### src/rtl/vgl_pkg.sv
package vgl_pkg;

  // Grid geometry: GRID_SIZE cells per side, one memory row per (x, y) pair
  // holding all z cells of that column.
  localparam int GRID_SIZE = 64;
  localparam int AXIS_W    = $clog2(GRID_SIZE);
  localparam int ROW_W     = GRID_SIZE;
  localparam int ROWS      = GRID_SIZE * GRID_SIZE;
  localparam int ADDR_W    = $clog2(ROWS);

  // Field widths fixed by the stream format.
  localparam int COORD_W = 6;
  localparam int NBR_W   = COORD_W + 2;
  localparam int CNT_W   = 7;
  localparam int ERR_W   = COORD_W + 3;
  localparam int THR_W   = 8;

  localparam logic [THR_W-1:0] THR_RESET = 8'd7;

  // Opcodes carried on in_tuser.
  localparam logic [1:0] OP_MARK  = 2'd0;
  localparam logic [1:0] OP_CLEAR = 2'd1;
  localparam logic [1:0] OP_TRACE = 2'd2;

  // Line classes.
  localparam logic [1:0] CLS_INSIDE  = 2'd0;
  localparam logic [1:0] CLS_OUTSIDE = 2'd1;
  localparam logic [1:0] CLS_MIXED   = 2'd2;

  typedef logic [COORD_W-1:0] coord_t;

  // One voxel probe issued by the line walker.
  typedef struct packed {
    logic   valid;
    logic   last;
    coord_t x;
    coord_t y;
    coord_t z;
  } walk_probe_t;

  // True when a possibly negative neighbor coordinate lies inside the grid.
  function automatic logic nbr_in_grid(input logic [NBR_W-1:0] v);
    return !v[NBR_W-1] && (int'(v) < GRID_SIZE);
  endfunction

  // Memory row of an (x, y) column.
  function automatic logic [ADDR_W-1:0] row_addr(input logic [NBR_W-1:0] x,
                                                 input logic [NBR_W-1:0] y);
    return ADDR_W'(int'(x) * GRID_SIZE + int'(y));
  endfunction

endpackage

### src/rtl/vgl_walker.sv
module vgl_walker (
  input  logic                 clk,
  input  logic                 rst_n,
  input  logic                 start,
  input  vgl_pkg::coord_t      start_x,
  input  vgl_pkg::coord_t      start_y,
  input  vgl_pkg::coord_t      start_z,
  input  vgl_pkg::coord_t      end_x,
  input  vgl_pkg::coord_t      end_y,
  input  vgl_pkg::coord_t      end_z,
  output vgl_pkg::walk_probe_t probe
);
  import vgl_pkg::*;

  typedef enum logic [2:0] {
    W_IDLE  = 3'b001,
    W_SETUP = 3'b010,
    W_RUN   = 3'b100
  } walk_state_t;

  walk_state_t             state_r, state_nxt;
  coord_t                  pos_r [3];
  coord_t                  dst_r [3];
  logic                    neg_r [3];
  logic [COORD_W-1:0]      span_r [3];
  logic signed [ERR_W-1:0] err_r [3];
  logic [1:0]              major_r;
  logic [COORD_W-1:0]      len_r;
  logic [CNT_W-1:0]        remain_r;

  logic [COORD_W:0]        diff [3];
  logic                    neg_nxt [3];
  logic [COORD_W-1:0]      span_nxt [3];
  logic [1:0]              major_nxt;
  logic [COORD_W-1:0]      len_nxt;
  logic signed [ERR_W-1:0] err_init [3];
  logic signed [ERR_W-1:0] err_step [3];
  coord_t                  pos_step [3];
  logic signed [ERR_W-1:0] two_len;
  logic signed [ERR_W-1:0] two_span [3];

  // Setup: per-axis direction and span, dominant axis and initial error terms.
  always_comb begin
    for (int k = 0; k < 3; k++) begin
      diff[k]     = {1'b0, dst_r[k]} - {1'b0, pos_r[k]};
      neg_nxt[k]  = diff[k][COORD_W];
      span_nxt[k] = neg_nxt[k] ? COORD_W'(-diff[k]) : diff[k][COORD_W-1:0];
    end
    if (span_nxt[0] >= span_nxt[1] && span_nxt[0] >= span_nxt[2]) begin
      major_nxt = 2'd0;
    end else if (span_nxt[1] >= span_nxt[0] && span_nxt[1] >= span_nxt[2]) begin
      major_nxt = 2'd1;
    end else begin
      major_nxt = 2'd2;
    end
    len_nxt = span_nxt[major_nxt];
    for (int k = 0; k < 3; k++) begin
      err_init[k] = $signed({2'b00, span_nxt[k], 1'b0}) - $signed({3'b000, len_nxt});
    end
  end

  // One Bresenham step: the dominant axis always advances, minor axes on error.
  always_comb begin
    two_len = $signed({2'b00, len_r, 1'b0});
    for (int k = 0; k < 3; k++) begin
      two_span[k] = $signed({2'b00, span_r[k], 1'b0});
      pos_step[k] = pos_r[k];
      err_step[k] = err_r[k];
      if (2'(k) == major_r) begin
        pos_step[k] = neg_r[k] ? pos_r[k] - COORD_W'(1) : pos_r[k] + COORD_W'(1);
      end else if (err_r[k] > 0) begin
        pos_step[k] = neg_r[k] ? pos_r[k] - COORD_W'(1) : pos_r[k] + COORD_W'(1);
        err_step[k] = err_r[k] - two_len + two_span[k];
      end else begin
        err_step[k] = err_r[k] + two_span[k];
      end
    end
  end

  // Sequencer: idle, a setup state, then one probe per cycle.
  always_comb begin
    state_nxt = state_r;
    unique case (state_r)
      W_IDLE:  if (start) state_nxt = W_SETUP;
      W_SETUP: state_nxt = W_RUN;
      W_RUN:   if (remain_r == CNT_W'(1)) state_nxt = W_IDLE;
      default: state_nxt = W_IDLE;
    endcase
  end

  always_ff @(posedge clk) begin
    if (!rst_n) begin
      state_r <= W_IDLE;
    end else begin
      state_r <= state_nxt;
    end
  end

  // Walk registers.
  always_ff @(posedge clk) begin
    if (state_r == W_IDLE && start) begin
      pos_r[0] <= start_x;
      pos_r[1] <= start_y;
      pos_r[2] <= start_z;
      dst_r[0] <= end_x;
      dst_r[1] <= end_y;
      dst_r[2] <= end_z;
    end else if (state_r == W_SETUP) begin
      neg_r    <= neg_nxt;
      span_r   <= span_nxt;
      err_r    <= err_init;
      major_r  <= major_nxt;
      len_r    <= len_nxt;
      remain_r <= (len_nxt == '0) ? CNT_W'(1) : {1'b0, len_nxt};
    end else if (state_r == W_RUN) begin
      pos_r    <= pos_step;
      err_r    <= err_step;
      remain_r <= remain_r - CNT_W'(1);
    end
  end

  assign probe.valid = (state_r == W_RUN);
  assign probe.last  = (remain_r == CNT_W'(1));
  assign probe.x     = pos_r[0];
  assign probe.y     = pos_r[1];
  assign probe.z     = pos_r[2];

endmodule

### config.mk
export PLATFORM = sky130hd
export DESIGN_NAME = vgl_walker
export DESIGN_NICKNAME = d
export VERILOG_FILES = /design/src/rtl/vgl_pkg.sv /design/src/rtl/vgl_walker.sv
export SDC_FILE = /design/constraint.sdc
export NUM_CORES = 1
export LEC_CHECK = 0
export ABC_AREA = 0
export BUFFER_PORTS_ARGS = -buffer_cell sky130_fd_sc_hd__buf_2
export CAP_MARGIN = 0
export CORE_ASPECT_RATIO = 0.7
export CORE_MARGIN = 4
export CORE_UTILIZATION = 53
export CTS_CLUSTER_SIZE = 25
export DETAILED_ROUTE_END_ITERATION = 16
export GPL_TIMING_DRIVEN = 0
export HOLD_SLACK_MARGIN = 0.12
export PLACE_DENSITY = 0.71
export SYNTH_ARGS = -nofsm -noshare
export SYNTH_HDL_FRONTEND = slang
export SYNTH_SLANG_ARGS = --single-unit
export TNS_END_PERCENT = 50
### constraint.sdc
create_clock -name clk -period 7.9 [get_ports clk]
set_input_delay 1.58 -clock clk [delete_from_list [all_inputs] [get_ports clk]]
set_output_delay 1.58 -clock clk [all_outputs]
set_load 0.03 [all_outputs]
-- Word level (Yosys, flattened, before mapping)
Memories as Yosys holds them, arrays and structs flattened.
Index checks and enable logic that the tools add are counted.
- multipliers: 0
- bitwise operators: 2
- add/subtract/negate cells: 25
- div/mod/pow operators: 0
- reduce and logical (&&, ||, !) cells: 19
- equal/unequal tests: 12
- multiplexer cells: 36
- order comparisons: 8
- shifts and indexed selects: 0
- operator list (operator ; number):
    two-way mux 6 bit ; 15
    adder 9 x 8 -> 9 bit ; 6
    two-way mux 18 bit ; 3
    two-way mux 27 bit ; 2
    two-way mux 9 bit ; 6
    greater-than comparator 9 x 1 -> 1 bit, second input constant ; 3
    subtractor 9 x 8 -> 9 bit ; 3
    greater-or-equal comparator 6 bit ; 4
    subtractor 7 x 6 -> 8 bit ; 3
    subtractor 6 x 6 -> 7 bit ; 3
    adder 6 x 1 -> 6 bit, second input constant ; 3
    negator 6 bit ; 3
    AND reduction 3 bit ; 6
    subtractor 6 x 1 -> 6 bit, second input constant ; 3
    two-way mux 7 bit ; 2
    binary-select mux 6 bit (select 2 bit) ; 1
    case mux 3 bit (3 select lines) ; 1
    nonzero test 3 bit ; 3
    equality test 7 x 1 -> 1 bit, second input constant ; 1
    subtractor 7 x 1 -> 7 bit, second input constant ; 1
    logical NOT 6 bit ; 1
    two-way mux 3 bit ; 2
    != test 2 x 1 -> 1 bit, second input constant ; 3
    != test 2 bit, second input constant ; 3
    14 further kinds ; 21
- bits in latches: 0
- memories kept: 1
- input port bits: 39
- output and inout bits: 20
- register bits: 84
- bits in writable memories: 18
- memory bits (read-only): 0
- memory list (memory ; words ; width ; read ports ; clocked after Yosys merged registers in ; wr ports ; RTL line ; source):
    dst_r ; 3 ; 6 ; 3 ; 0 ; 3 ; vgl_walker.sv:23 ; coord_t dst_r [3];

-- Longest topological paths before layout
An unclocked memory read counts as a cell.
- depth after elaboration: 15
- depth in mapped cells: 33

-- Least setup slack after synthesis
Ideal clock, no wire load.
- path type: reg-to-reg
- start point: register pos_r, in the netlist probe[6]
- end point: register err_r[5] (netlist name), data pin
- buffers on the path: 2
- arrival time: 5.544 ns
- slack: 2.087 ns
- library setup time: 0.269 ns
- period minus slack after synthesis: 5.813 ns
- stages on the path, launching flop included: 30
- path through: edfxtp_1 > ha_1 > fa_1 > nor2b_1 > o21ai_0 > nand2b_1 > nand2_1 > nand2_1 > inv_1 > o21ai_0 > ha_1 > nor2b_1 > o21a_1 > o21ai_0 > nand2b_1 > a21oi_1 > a31oi_1 > or4_4 > buf_6 > and2_4 > buf_6 > a21oi_2 > inv_1 > ha_1 > nand2_1 > a211o_1 > o311ai_4 > mux2i_1 > xor2_1 > a21oi_1
- RTL lines (item ; RTL line ; source):
    from (decl) ; vgl_walker.sv:22 ; coord_t pos_r [3];
    from (signal assigned) ; vgl_walker.sv:116 ; pos_r <= pos_step;
    to (signal assigned) ; vgl_walker.sv:111 ; err_r <= err_init;
    to (signal assigned) ; vgl_walker.sv:117 ; err_r <= err_step;
    to (decl) ; vgl_walker.sv:26 ; logic signed [ERR_W-1:0] err_r [3];

==> results.yml <==
worst_setup_path:
  worst_ep_arrival_time_ns: 7.10
  crit_path_start: "probe[0]"
  critical_path_class: "register to register"
  reg2reg_from: "probe[0]"
  critPathCaptureType: "register"
  worstSetupStartpointType: "register"
  cp_data_required_time_ns: 7.98
  worstPathMaxFanout: 8
timing:
  setup_tns_ns: 0
  maxSlewHeadroom_pct: 12.0
  fin_crit_ns: 7.02
  max_freq_mhz: 142
  drv_slew: 0
  period_share_pct: 88.9
  rsz0062_at_grt: "false"
  fin_worst_skew_ns: 0.00682
  worstMarginPinSlew_ns: 1.32
  timing.final.ws_setup_ns: 0.877
  setup_viol: 0
  final_hold_viol_count: 0
placed_design:
  dp_cells: 1217
  routabilityCongestion: 0.872
  place_ws_ns: 1.03
  dp_hpwl_mm: 17.1
  io_buffers: 58
logic_synthesis:
  synthCells: 934
  synth.net_count: 1107
  synth_top_area_cell: "edfxtp_1"
  yosys.cell_types.count: 68
  synth_top_cells_by_area: "edfxtp_1 (33%), ha_1 (14%), fa_1 (7.4%), inv_1 (6.6%), a21oi_1 (5.3%)"
  syn_area_um2: 8910
  synth-edff-count: 98
  synth_area_per_cell_um2: 9.54
  yosys_warnings: 0
  synth_top_area_share_pct: 33.0
  ys.flop_type: "edfxtp_1"
  synth-async-reset-ratio_pct: 0
  ys_seq_area_share_pct: 33.7
  synth_seq_cells: 101
global_routing:
  grt_pass1_vias: 6546
  track_usage_pct: 23.1
  grt_max_degree: 30
  grt_pass1_wl_mm: 34.3
  antenna_found_initial: 0
  overflow: 0
finish:
  layout_common_cells: "inv_1 (156), ha_1 (101), edfxtp_1 (98)"
  layout.nets: 1176
  syn_to_final_growth_pct: 9.56
  fill_cells: 1460
  final_common_cell: "inv_1"
  drive_above_1_share_pct: 9.92
  final_cells: 1233
  num_antenna_cells: 0
  final_core_util_pct: 59.5
clock_network:
  hold_buffers: 0
  cts.sinks: 101
  cts_buffer_depth: 2
  cts-resized-gates: 0
  cts_made_buffers: 9
  cts_tree: "built"
  postCtsSetupBuffers: 0
  clockRootBuffer: "clkbuf_16"
  clk_pin_slew_ns: 0.07
  htreeDepth: 3
  clock_latency_ns: 0.36
route:
  vias: 6759
  first_iter_violations: 629
  avgRoutedWirePerCell_um: 17.3
  drc_errors: 0
  drt-total-wl_mm: 21.3
  dr.pass1.iters: 5
  viasPerCell: 5.48
  ant_nets: 0
power:
  cellPowerDensity_nw_per_um2: 370
  peakVddDrop_uv: 250
  report.power.total_mw: 3.62
  p_leak_nw: 4.48
floorplanning:
  start_util_pct: 54.3
  core_area_um2: 16400
  num_rows: 39
  die_y_um: 116
  die-width_um: 163
  io_pins: 59
  dieArea_um2: 19000
worst_hold_path:
  holdCritPathClass: "register to register"
  hp-start: "state_r[0]"
status:
  status: "complete, no violations"
run:
  drv_cap: 0
-- logic make-up after synthesis --
logic type	count (synthesis)	synth area share, %
muxes	9	1.05
DFF	101	33.7
and+or+nand+nor	203	11.6
adders and majority gates	134	21.6
xor gates and xnor gates	73	7.26
buffers and inverters	175	7.63
AOI/OAI and AO/OA	239	17.2
-- layout make-up --
class                           count  area [µm²]  area share (%)
Clock buffer                       13         260            2.67
Sequential cell                   101        3000            30.8
Clock inverter                      3        20.0           0.205
Multi-Input combinational cell    658        5230            53.6
Timing Repair Buffer               58         290            2.97
Inverter                          157         589            6.04
Tap cell                          225         282            2.88
Buffer                             18        90.1           0.923
-- synth_stat cells (all sizes together) (8+ instances only) --
cell      n
a211oi   14
a21o     27
a21oi    98
clkbuf   13
edfxtp   98
fa       33
ha      101
inv     156
nand2    47
nand2b   18
nor2     56
nor2b    23
nor3     14
nor4      8
o21ai    53
o21bai   10
xnor2    43
xor2     30
-- metrics by stage --
| stage | hold WS, ns | cell area (µm²) |
|---|---|---|
| 6_report | 0.592 | 9760 |
| 5_1_grt | 0.624 | 9760 |
| 4_1_cts | 0.586 | 9760 |
| 3_5_place_dp | 0.570 | 9480 |
| 3_3_place_gp | 0.571 | 9480 |
| 2_1_floorplan | 0.540 | 8910 |
-- registers in the layout (all words and copies together) (netlist names) --
register and cells:
dst_r 18, err_r 26, len_r 6, major_r 2, neg_r 3, probe 18
remain_r 7, span_r 18, state_r 3
-- metal layers --
metal	track usage (%)	vias up	part of all wire [%]
met1	37.0	3194	51
met5	0	-	0
met2	33.4	167	41
met3	3.35	20	6.8
li1	-	3378	-
met4	4.53	0	1.2
-- critical path, stage by stage, from the launching register on --
cell and delay [ns]:
edfxtp_1 0.47, ha_1 0.27, fa_1 0.42, nand2b_1 0.17
a21oi_1 0.20, nand3_1 0.10, nand2_1 0.14, inv_1 0.08
o21ai_0 0.51, inv_1 0.16, ha_1 0.31, a21o_1 0.16
a21o_1 0.18, a21o_1 0.17, a21oi_1 0.28, o21ai_0 0.19
a32oi_2 0.55, mux2i_1 0.55, nand2_1 0.09, o21ai_0 0.42
fa_1 0.39, nor2b_1 0.07, o21ai_0 0.14, nand2b_1 0.11
a21o_1 0.20, a21oi_1 0.17, xnor2_1 0.14, a21oi_1 0.09
-- worst paths after layout --
path                     end  slack (ns)  cells past startpoint
setup / recovery   err_r[15]        0.88                     27
hold reg to reg   state_r[2]        0.59                      1
hold / removal    state_r[2]        0.59                      1
setup reg to reg   err_r[15]        0.88                     27
-- power breakdown --
group / leakage (nW) / total (mW) / switching (mW) / internal, mW
clock: 0.132 / 0.431 / 0.200 / 0.231
combinational: 3.42 / 2.48 / 1.49 / 0.987
sequential: 0.924 / 0.704 / 0.0289 / 0.675
Note: power is estimated with default switching activity, not from simulation.
